<file path="src/ovfm_pkg.sv">
// Shared types and constants for the offset vote fingerprint matcher.
package ovfm_pkg;

  localparam int SAMPLE_DEPTH_DEF = 256;
  localparam int SONG_DEPTH_DEF   = 4096;
  localparam int MAX_SONGS_DEF    = 65536;
  localparam int QUEUE_DEPTH      = 4;

  localparam int QW        = 23;
  localparam int RECIP_W   = 29;
  localparam logic [RECIP_W-1:0] RECIP_1000 = 29'd274877907;
  localparam int RECIP_SHIFT = 38;
  localparam int VW        = 9;
  localparam logic [VW-1:0] VOTE_MAX = 9'd511;

  localparam logic [1:0] CMD_SAMPLE = 2'd0;
  localparam logic [1:0] CMD_SONG   = 2'd1;
  localparam logic [1:0] CMD_END    = 2'd2;
  localparam logic [1:0] CMD_REPORT = 2'd3;

  localparam logic KIND_SCORE = 1'b0;
  localparam logic KIND_BEST  = 1'b1;

  typedef struct packed {
    logic [1:0]  command;
    logic [31:0] hash_value;
  } item_t;

  typedef struct packed {
    logic        kind;
    logic [15:0] song_index;
    logic [8:0]  vote_count;
    logic [8:0]  sample_length;
    logic        no_songs;
  } result_t;

  typedef struct packed {
    logic [1:0]    command;
    logic [QW-1:0] qvalue;
  } qitem_t;

endpackage

</file>
<file path="src/ovfm_front.sv">
// Front end: accept items and quantize the hash word by division by 1000.
module ovfm_front (
  input  logic                clk,
  input  logic                rst,
  input  logic                valid,
  output logic                stall,
  input  ovfm_pkg::item_t     item,
  output logic                push,
  input  logic                full,
  output ovfm_pkg::qitem_t    qitem
);

  localparam int PW = 32 + ovfm_pkg::RECIP_W;

  logic                busy;
  logic                phase;
  ovfm_pkg::item_t     hold;
  logic [PW-1:0]       prod;

  assign stall = busy;
  assign push  = busy && phase && !full;
  assign qitem.command = hold.command;
  assign qitem.qvalue  = prod[ovfm_pkg::RECIP_SHIFT +: ovfm_pkg::QW];

  always_ff @(posedge clk) begin
    if (rst) begin
      busy  <= 1'b0;
      phase <= 1'b0;
    end else if (!busy) begin
      if (valid) begin
        busy  <= 1'b1;
        phase <= 1'b0;
      end
    end else if (!phase) begin
      phase <= 1'b1;
    end else if (!full) begin
      busy <= 1'b0;
    end
  end

  always_ff @(posedge clk) begin
    if (!busy && valid) begin
      hold <= item;
    end
    if (busy && !phase) begin
      prod <= PW'(hold.hash_value) * PW'(ovfm_pkg::RECIP_1000);
    end
  end

endmodule

</file>
<file path="config.mk">
export PLATFORM = sky130hd
export DESIGN_NAME = ovfm_front
export DESIGN_NICKNAME = d
export VERILOG_FILES = /design/src/ovfm_pkg.sv /design/src/ovfm_front.sv
export SDC_FILE = /design/constraint.sdc
export NUM_CORES = 1
export LEC_CHECK = 0
export BUFFER_PORTS_ARGS = -buffer_cell sky130_fd_sc_hd__buf_2
export CORE_AREA = 4 4 179 181
export CTS_CLUSTER_SIZE = 20
export DETAILED_ROUTE_END_ITERATION = 12
export DIE_AREA = 0 0 183 185
export PLACE_DENSITY = 0.79
export SYNTH_ARGS = -nofsm -noshare
export SYNTH_HDL_FRONTEND = slang
export SYNTH_SLANG_ARGS = --single-unit
export TNS_END_PERCENT = 20
</file>
<file path="constraint.sdc">
create_clock -name clk -period 5.98 [get_ports clk]
set_input_delay 0.299 -clock clk [delete_from_list [all_inputs] [get_ports clk]]
set_output_delay 0.299 -clock clk [all_outputs]
set_load 0.05 [all_outputs]
</file>
==> Word-level counts from Yosys, hierarchy flattened <==
Cells that the tools add are included.
{ "op_classes": {"n_mul": 1, "n_mux": 6, "reduce_logical": 8} }
{ "op_table": {"columns": ["op", "n"], "rows": [
  ["32-bit by 29-bit multiplier with 61-bit output, second input constant", 1],
  ["1-bit 2-to-1 mux", 6],
  ["1-bit logical AND", 4],
  ["1-bit logical NOT", 3],
  ["2-bit nonzero test", 1]
]} }
{ "totals": {"register_bits": 97, "inputBits": 38, "out_inout_bits": 27, "word_cells": 20} }

==> Logic depth before layout (Yosys ltp) <==
{ "depth": {"depth_word": 3, "ltp_mapped": 26, "depth_no_buf": 25} }

==> Worst setup path before layout <==
OpenSTA, ideal clock, no wires.
{ "synth_path": {"path_type": "reg-to-reg", "startpoint": "register hold[8] in the netlist's numbering", "endpoint": "register prod[59], data pin", "setup_time_ns": 0.259, "arrival_time_ns": 6.324, "t_required_ns": 5.721, "setup_slack_ns": -0.602, "path_stages_with_launch": 25, "n_path_buf": 0, "period_less_slack_ns": 6.582, "path_cell_list": "edfxtp_1 > ha_1 > fa_1 > fa_1 > inv_1 > fa_1 > inv_1 > fa_1 > inv_1 > fa_1 > inv_1 > fa_1 > inv_1 > fa_1 > inv_1 > ha_1 > and4_1 > nand3_1 > o21ai_0 > a31oi_1 > o21ai_2 > a31oi_4 > o31ai_4 > o221ai_2 > xnor2_1"} }
{ "synth_via": {"elab_chain_cells": 1} }
{ "synth_rtl": {"columns": ["element", "line", "rtl"], "rows": [
  ["start: declaration", "ovfm_front.sv:17", "ovfm_pkg::item_t hold;"],
  ["start signal: assignment", "ovfm_front.sv:43", "hold <= item;"],
  ["32-bit by 29-bit multiplier with 61-bit output", "ovfm_front.sv:46", "prod <= PW'(hold.hash_value) * PW'(ovfm_pkg::RECIP_1000);"],
  ["end signal: assignment", "ovfm_front.sv:46", null],
  ["end: declaration", "ovfm_front.sv:18", "logic [PW-1:0] prod;"]
]} }
No other way between the ends.
A chain may end at the register's enable or synchronous reset.

==> Worst setup path after layout <==
{ "layout_path": {"startpoint": "register hold[17] in the netlist's numbering", "endpoint": "register prod[54], data pin"} }
The elaborated chain is that of the path after synthesis.

==> impl_metrics.toml <==
[global_route]
antenna_found_initial = 0
overflow = 0
grt_pass1_vias = 13760
grt_pass1_wl_um = 70370
grt_usage = 0.2697
grt_start_max_net_pins = 35

[synthesis]
synth_seq_cells = 59
seq_area_frac_synth = 0.1079
synth_area_um2 = 16230
ys_warn_count = 0
synth_nets = 2272
synth.distinct_cells = 54
syn_inst = 1548
async_reset_ff_frac = 0
synth_edf_count = 57
syn_area_per_cell_um2 = 10.48
synth-main-ff-cell = "edfxtp_1"

[floorplanning]
core_area_um2 = 30430
die_h_um = 185
pin_count = 65
start_util = 0.5333
die_x_um = 183
dieArea_um2 = 33860
rows = 64

[timing]
worst_slack_ns = -0.9554
finClkSkew_ns = 0.01364
finalSetupViolCount = 23
fmax_mhz = 144.2
finalCritPeriodShare = 1.160
rsz0062_at_grt = "yes"
slew_headroom = 0.1945
hold_violations = 0
drv_slew = 0
worstMarginPinSlew_ns = 1.203
timing.hold.ws_ns = 0.1025
period_needed_ns = 6.935

[clock_network]
cts_sinks = 59
clk_latency_ns = 0.37
cts_buffer_depth = 2
root_buffer = "clkbuf_16"
cts_buffers = 9
htreeDepth = 3
clk_pin_slew_worst_paths_ns = 0.07
cts_tree = "done"

[setup_path]
critPathSlowestCell = "fa_1"
critPathTopFamily = "adder cells"
cp-end-kind = "register"
critPathBufInv = 8
cp.arrival_ns = 7.05
slowest_delay_ns = 0.55
cpMostUsedCell = "fa_1"
cp-start-kind = "register"
cp.required_ns = 6.10
crit_type = "register to register"
path_max_fanout = 6

[placement]
dp.cells = 2200
pre_cts_slack_ns = -0.9882
place_congestion = 0.9855
port_buffers = 64
hpwl_um = 37420

[final_layout]
final_cells = 2261
layout-drive-gt1-share = 0.2359
diodes = 0
final_nets = 2584
syn_to_final_growth_pct = 22.69

[detailed_routing]
wl_per_cell_um = 20.82
antenna_left = 0
vias_per_cell = 5.437
detail_route.iter0.violations = 743
drt_wl_total_um = 47070
first_pass_iters = 5
vias = 12290
drc = 0

[flow_run]
drv_cap = 0

[min_path]
worstHoldPathType = "primary input to register"

[run_status]
violations = "setup timing"
status = "finished with violations"
path summary, 6_finish.rpt:
check                                   startpoint                  to  slack, ns  cells after the start
worst max-delay path            hold[17]$_DFFE_PP_  prod[54]$_DFFE_PP_      -0.96                     27
worst min-delay path                      item[31]  hold[31]$_DFFE_PP_       0.10                      1
worst max register to register  hold[17]$_DFFE_PP_  prod[54]$_DFFE_PP_      -0.96                     27
worst min register to register  phase$_SDFFE_PP0P_  phase$_SDFFE_PP0P_       0.60                      2
registers in the layout, indices dropped and copies added (netlist names):
signal,flops
qitem,2
hold,32
prod,23
phase,1
stall,1
routing by layer:
layer / up-vias / track usage / part of all wire
li1: 5439 / - / -
met5: - / 0 / 0
met4: 0 / 0.1454 / 0.073
met1: 6078 / 0.3038 / 0.35
met2: 556 / 0.4919 / 0.52
met3: 221 / 0.04085 / 0.060
Yosys cell counts (3+ instances only):
master / count / area [um^2]
a211oi_1: 3 / 22.52
a21o_1: 20 / 150.1
a21oi_1: 49 / 245.2
a31oi_1: 9 / 56.30
buf_4: 3 / 22.52
edfxtp_1: 57 / 1712
fa_1: 298 / 5966
ha_1: 388 / 4855
inv_1: 526 / 1974
nand2_1: 39 / 146.4
nand3_1: 15 / 75.07
nand4_1: 11 / 68.82
nor2_1: 16 / 60.06
nor2b_1: 5 / 31.28
nor3_1: 7 / 35.03
o21ai_0: 23 / 115.1
o21bai_1: 6 / 45.04
xnor2_1: 10 / 87.58
xor2_1: 11 / 96.34
cells in the final DEF, fill, tap and decap left out, drive strengths merged, types with 8 or more instances in the layout:
cell    count
a31oi      11
nand2      41
clkbuf      9
fa        298
ha        388
nor3        8
xnor2      10
buf       309
nor2       16
edfxtp     57
o21ai      27
a21oi      50
xor2       11
nand3      15
a21o       22
nand4      11
inv       530
cell families (layout without fill, tap and decap cells):
logic type                 count (synthesis)  after routing  share of synthesized area
buffers and inverters                    534            851                     0.1244
and+or+nand+nor                          111            111                    0.03439
adders and majority gates                686            686                     0.6668
AOI/OAI and AO/OA                        137            137                    0.05513
xor gates and xnor gates                  21             21                    0.01133
DFF                                       59             59                     0.1079
repair_timing:
| item | in CTS | in global routing |
|---|---|---|
| pin swaps | 31 | 32 |
| setup endpoints to repair | 23 | 23 |
| gates cloned | 0 | 0 |
| gates resized for setup | 38 | 48 |
| hold buffers | 0 | 0 |
| setup buffers | 34 | 11 |
cell type report:
| cell class | count | area [um^2] |
|---|---|---|
| Timing Repair Buffer | 309 | 2175 |
| Tap cell | 396 | 495.5 |
| Clock inverter | 7 | 81.33 |
| Inverter | 526 | 1974 |
| Sequential cell | 59 | 1752 |
| Fill cell | 2174 | 10520 |
| Multi-Input combinational cell | 955 | 13210 |
| Clock buffer | 9 | 225.2 |
stage by stage:
step	setup TNS (ns)	util	instance area, um^2
2_1_floorplan	-3.201	-	16420
3_3_place_gp	-14.21	0.6147	18710
3_5_place_dp	-15.91	0.6147	18710
4_1_cts	-12.70	0.6415	19520
5_1_grt	-18.85	0.6543	19910
6_report	-15.77	0.6543	19910
Power is not shown: default switching activity piles up to over one toggle a cycle in this logic, so the estimate is an artifact.
