**src/ovfm_pkg.sv**
```systemverilog
// Shared types and constants for the offset vote fingerprint matcher.
package ovfm_pkg;

  localparam int SAMPLE_DEPTH_DEF = 256;
  localparam int SONG_DEPTH_DEF   = 4096;
  localparam int MAX_SONGS_DEF    = 65536;
  localparam int QUEUE_DEPTH      = 4;

  localparam int QW        = 23;
  localparam int RECIP_W   = 29;
  localparam logic [RECIP_W-1:0] RECIP_1000 = 29'd274877907;
  localparam int RECIP_SHIFT = 38;
  localparam int VW        = 9;
  localparam logic [VW-1:0] VOTE_MAX = 9'd511;

  localparam logic [1:0] CMD_SAMPLE = 2'd0;
  localparam logic [1:0] CMD_SONG   = 2'd1;
  localparam logic [1:0] CMD_END    = 2'd2;
  localparam logic [1:0] CMD_REPORT = 2'd3;

  localparam logic KIND_SCORE = 1'b0;
  localparam logic KIND_BEST  = 1'b1;

  typedef struct packed {
    logic [1:0]  command;
    logic [31:0] hash_value;
  } item_t;

  typedef struct packed {
    logic        kind;
    logic [15:0] song_index;
    logic [8:0]  vote_count;
    logic [8:0]  sample_length;
    logic        no_songs;
  } result_t;

  typedef struct packed {
    logic [1:0]    command;
    logic [QW-1:0] qvalue;
  } qitem_t;

endpackage

```
**src/ovfm_queue.sv**
```systemverilog
// Short queue of classified items between front and back.
module ovfm_queue #(
  parameter int DEPTH = ovfm_pkg::QUEUE_DEPTH
) (
  input  logic             clk,
  input  logic             rst,
  input  logic             push,
  input  ovfm_pkg::qitem_t wdata,
  output logic             full,
  input  logic             pop,
  output logic             empty,
  output ovfm_pkg::qitem_t rdata
);

  localparam int AW = (DEPTH > 1) ? $clog2(DEPTH) : 1;
  localparam int CW = $clog2(DEPTH + 1);

  ovfm_pkg::qitem_t mem [DEPTH];
  logic [AW-1:0] wptr;
  logic [AW-1:0] rptr;
  logic [CW-1:0] count;

  assign full  = (count == CW'(DEPTH));
  assign empty = (count == '0);
  assign rdata = mem[rptr];

  always_ff @(posedge clk) begin
    if (rst) begin
      wptr  <= '0;
      rptr  <= '0;
      count <= '0;
    end else begin
      if (push) begin
        wptr <= (wptr == AW'(DEPTH - 1)) ? '0 : AW'(wptr + 1'b1);
      end
      if (pop) begin
        rptr <= (rptr == AW'(DEPTH - 1)) ? '0 : AW'(rptr + 1'b1);
      end
      if (push && !pop) begin
        count <= CW'(count + 1'b1);
      end else if (pop && !push) begin
        count <= CW'(count - 1'b1);
      end
    end
  end

  always_ff @(posedge clk) begin
    if (push) begin
      mem[wptr] <= wdata;
    end
  end

endmodule

```
**config.mk**
```make
export PLATFORM = sky130hd
export DESIGN_NAME = ovfm_queue
export DESIGN_NICKNAME = d
export VERILOG_FILES = /design/src/ovfm_pkg.sv /design/src/ovfm_queue.sv
export SDC_FILE = /design/constraint.sdc
export NUM_CORES = 1
export LEC_CHECK = 0
export BUFFER_PORTS_ARGS = -buffer_cell sky130_fd_sc_hd__buf_2
export CAP_MARGIN = 10
export CORE_MARGIN = 5
export CORE_UTILIZATION = 30
export CTS_CLUSTER_DIAMETER = 60
export DETAILED_ROUTE_END_ITERATION = 7
export MAX_ROUTING_LAYER = met4
export PLACE_DENSITY_LB_ADDON = 0.15
export SYNTH_ARGS = -nofsm -noshare
export SYNTH_HDL_FRONTEND = slang
export SYNTH_SLANG_ARGS = --single-unit
```
**constraint.sdc**
```tcl
create_clock -name clk -period 2 [get_ports clk]
set_clock_uncertainty 0.1 [all_clocks]
set_input_delay 0.1 -clock clk [delete_from_list [all_inputs] [get_ports clk]]
set_output_delay 0.1 -clock clk [all_outputs]
set_load 0.02 [all_outputs]
```
; ---- Yosys cells after proc, flatten, opt, wreduce, memory -nomap -nowiden
; Memory sizes are Yosys's and may differ from the RTL's. A register that Yosys moved wholly into a read port is not among the register bits.
; Index checks and enable logic that the tools add are counted.
[classes]
add_sub_neg = 4
eq_ne = 3
n_mux = 8
n_reduce_logical = 6
[op_table]
columns = op, count
row1 = $mux W2, 4
row2 = $mux W3, 2
row3 = $add A2 B1 Y2 const B, 2
row4 = $eq A2 B2 Y1 const B, 2
row5 = $add A3 B1 Y3 const B, 1
row6 = $eq A3 B3 Y1 const B, 1
row7 = $logic_not A3 Y1, 1
row8 = $sub A3 B1 Y3 const B, 1
row9 = $logic_and A1 B1 Y1, 2
row10 = $logic_not A1 Y1, 2
row11 = $mux W1, 2
row12 = $reduce_bool A2 Y1, 1
[totals]
regBits = 7
mem_bits_rw = 100
input_bits = 29
out_inout_bits = 27
word_cells = 25
memories = 1
[mem_list]
columns = name, depth, word_bits, read_ports, rd_ports_with_merged_regs, wr, line_no
row1 = mem, 4, 25, 1, 1, 1, ovfm_queue.sv:18  ; ovfm_pkg::qitem_t mem [DEPTH];

; ---- Depth between registers and ports, before layout
[depth]
word_depth = 4
ltp_mapped = 7
depth_no_buf = 7

; ---- Worst setup path after synthesis
; Ideal clock, no wire load.
[synth_timing]
path_kind = register to register
from = register wptr[0]
to = memory mem[3][0] (netlist bit) (enable)
setup_time_ps = 384
arrival_time_ps = 1185
required_ps = 1516
path_slack_ps = 332
path_stages_with_launch = 3
path_buffers = 0
synth_period_minus_slack_ps = 1668
path_cell_list = dfxtp_1 -> ha_1 -> and2_1
[synth_rtl]
columns = item, line_no
row1 = from (decl), ovfm_queue.sv:19  ; logic [AW-1:0] wptr;
row2 = from (signal assigned), ovfm_queue.sv:34  ; wptr <= (wptr == AW'(DEPTH - 1)) ? '0 : AW'(wptr + 1'b1);
row3 = to (decl), ovfm_queue.sv:18
; Straight into the memory's write port.

==> run summary <==
row cnt -> 42
RD Place Congestion -> 0.667
Finish-stage setup viols -> 0
unrepaired setup endpoints after global routing -> false
async set-reset flop share out of synthesis -> 0
CP Data Required Time -> 1.80 ns
yosys warns -> 0
I/O Buffers -> 55
Synth area leaders -> edfxtp_1 (73%), mux4_2 (11%), dfxtp_1 (4.4%)
Seq. cell area -> 3190 sq um
crit-path cells -> buf_4, mux4_1, buf_2
Post-layout nets -> 310
first-pass GRT wire length -> 12,000 um
core area -> 13,300 sq um
setup_tns -> 0 ns
Seq/Total Area, Yosys -> 0.778
chip width -> 127 um
top-count cell post-synth -> edfxtp_1
Max-Cap Viols -> 0
# fillers -> 1,218
CTS sink count -> 109
Die Y -> 127 um
met3 WL post-DR -> 340 um
DRT antenna net count -> 0
DRT Pass-1 Iters -> 4
Final Hold Fails -> 0
Crit path arrival time -> 1.69 ns
wl on met1 -> 3360 um
Routed WL -> 7600 um
Post-synth EDFFs -> 100
Remaining Overflow, GRT -> 0
CTS tree -> built
Syn Nets -> 211
TritonCTS Buffers -> 9
per-cell routed wire length -> 16.7 um
post-synth top area share -> 0.734
P&R area growth vs syn -> 28.4%
Worst Max-Slew Pin Slew -> 0.288 ns
largest net degree at the start of global routing -> 20
Final Slew Violations -> 0
Yosys reg bits -> 109
pwr dens -> 998 nW/um^2
slowest cell on the critical path -> mux4_1
Post-Synthesis Cell Area -> 4090 sq um
CTS clock-pin slew for the worst setup and hold paths -> 0.07 ns
Multi-input gate area -> 827 sq um
final hold slack -> 0.0263 ns
CTS root buf -> clkbuf_16
Highest Signal Layer -> met4
number of antenna violations at the first check in global routing -> 0
DR DRC count -> 0
Synth Area per Inst -> 23.4 sq um
Mapped Cells -> 175
Max-slew headroom -> 0.808
total die area -> 16,100 sq um
initial core utilization -> 0.308
cell family with the largest share of critical-path delay -> multiplexers
synth cell count leaders -> edfxtp_1 (100), mux4_2 (20), dfxtp_1 (9)
H-Tree Depth -> 3
Hold Path Class -> in -> reg
met2 WL -> 3750 um
Setup Crit Path Kind -> reg -> out
Skew-Pair Late Insertion Delay -> 0.34 ns
Ports -> 56
Bufs on Longest Clock Path -> 2
Worst VDD drop -> 0.643 mV
layout cells sized above 1 -> 0.373
Critical Path Source Type -> flop
Post-DP HPWL -> 4960 um
Pleak -> 1.85 nW
initial drt markers -> 101
ant diodes -> 0
setup bufs post-CTS -> 0
status -> finished clean
period utilization -> 0.947
Setup crit end kind -> primary output
Synth Flop Type -> edfxtp_1
critical path fanouts, max -> 6
CP max stage delay -> 0.55 ns
vias in the first global route -> 2,122
Tmin final -> 1.89 ns
Synth cell types -> 20
total track usage -> 0.103
Worst Path Buf+Inv -> 2
Synth area leader -> edfxtp_1
via count -> 1,976
vias per cell -> 4.34
fmax -> 0.528 GHz
-- placed cells by master, fill, tap and decap left out, types with 3 or more instances in the layout --
cell and n:
and2_1 4, buf_2 55, buf_4 11, bufinv_16 3, clkbuf_16 9, dfxtp_1 8
dlygate4sd3_1 26, edfxtp_1 100, ha_1 6, inv_1 4, mux2i_1 4, mux4_1 5
mux4_2 20, nor2_1 7
-- registers in the layout, summed over array words and instances (netlist names), named ones only --
signal,flops
mem,100
count,3
rptr,2
wptr,2
-- path summary, 6_finish.rpt --
check | startpoint | to | slack [ns] | cells after the start
hold / removal | pop | rptr[1]$_SDFFE_PP0P_ | 0.03 | 3
hold reg to reg | count[2]$_SDFFE_PP0P_ | count[2]$_SDFFE_PP0P_ | 0.41 | 2
setup / recovery | flop | rdata[16] | 0.11 | 3
setup reg to reg | count[0]$_SDFFE_PP0P_ | count[2]$_SDFFE_PP0P_ | 0.46 | 4
-- stage by stage --
step,utilization,setup WS (ns),power [W],instances,cell area [sq um]
final,0.395,0.105,0.00524,455,5250
after global routing,0.395,0.0254,0.00547,455,5250
after detailed placement,0.349,0.317,0.00324,413,4640
after CTS,0.395,0.0649,0.00533,455,5250
after floorplan,-,0.332,0.00303,175,4090
after global placement,0.349,0.357,0.00324,413,4640
-- worst register-to-register path: cells and delay by family, from the launching register on --
kind / cells / cell delay [ns]
adder cells (fa/ha/maj): 1 / 0.44
AO/OA/AOI/OAI: 1 / 0.13
XOR/XNOR: 1 / 0.15
flip-flops: 1 / 0.36
AND/OR/NAND/NOR: 1 / 0.30
-- repair_timing --
action,CTS,global route
resized for setup,1,0
hold buffers,26,0
setup endpoints to repair,2,0
hold endpoints to repair,109,0
-- per-layer routing --
layer	global-route usage	up-vias
met2	0.158	38
met1	0.129	1009
met5	-	-
li1	-	917
met3	0.0324	12
met4	0.0416	0
-- power breakdown --
| part | leakage, nW | internal (W) | switching (W) |
|---|---|---|---|
| logic | 0.693 | 0.000260 | 0.000307 |
| clock network | 0.165 | 0.00124 | 0.000796 |
| registers | 0.993 | 0.00260 | 0.0000417 |
| total | 1.85 | 0.00410 | 0.00114 |
-- layout make-up --
| class | instances | share of cell area |
|---|---|---|
| clock inverters | 6 | 0.0224 |
| repair buffers | 94 | 0.125 |
| flip-flops and latches | 109 | 0.607 |
| clock buffers | 10 | 0.0436 |
| well taps | 176 | 0.0419 |
| inverters | 4 | 0.00286 |
| multi-input cells | 56 | 0.157 |
-- kinds of logic (layout without fill, tap and decap cells) --
group,after synthesis,in the layout,share of synthesized area
flip-flops,109,109,0.778
XOR/XNOR,2,2,0.00428
AND/OR/NAND/NOR,15,15,0.0190
adder cells (fa/ha/maj),7,7,0.0232
multiplexers,29,29,0.152
AO/OA/AOI/OAI,3,3,0.00367
buffers and inverters,10,114,0.0199
No activity file was read; power rests on OpenSTA's default activity.
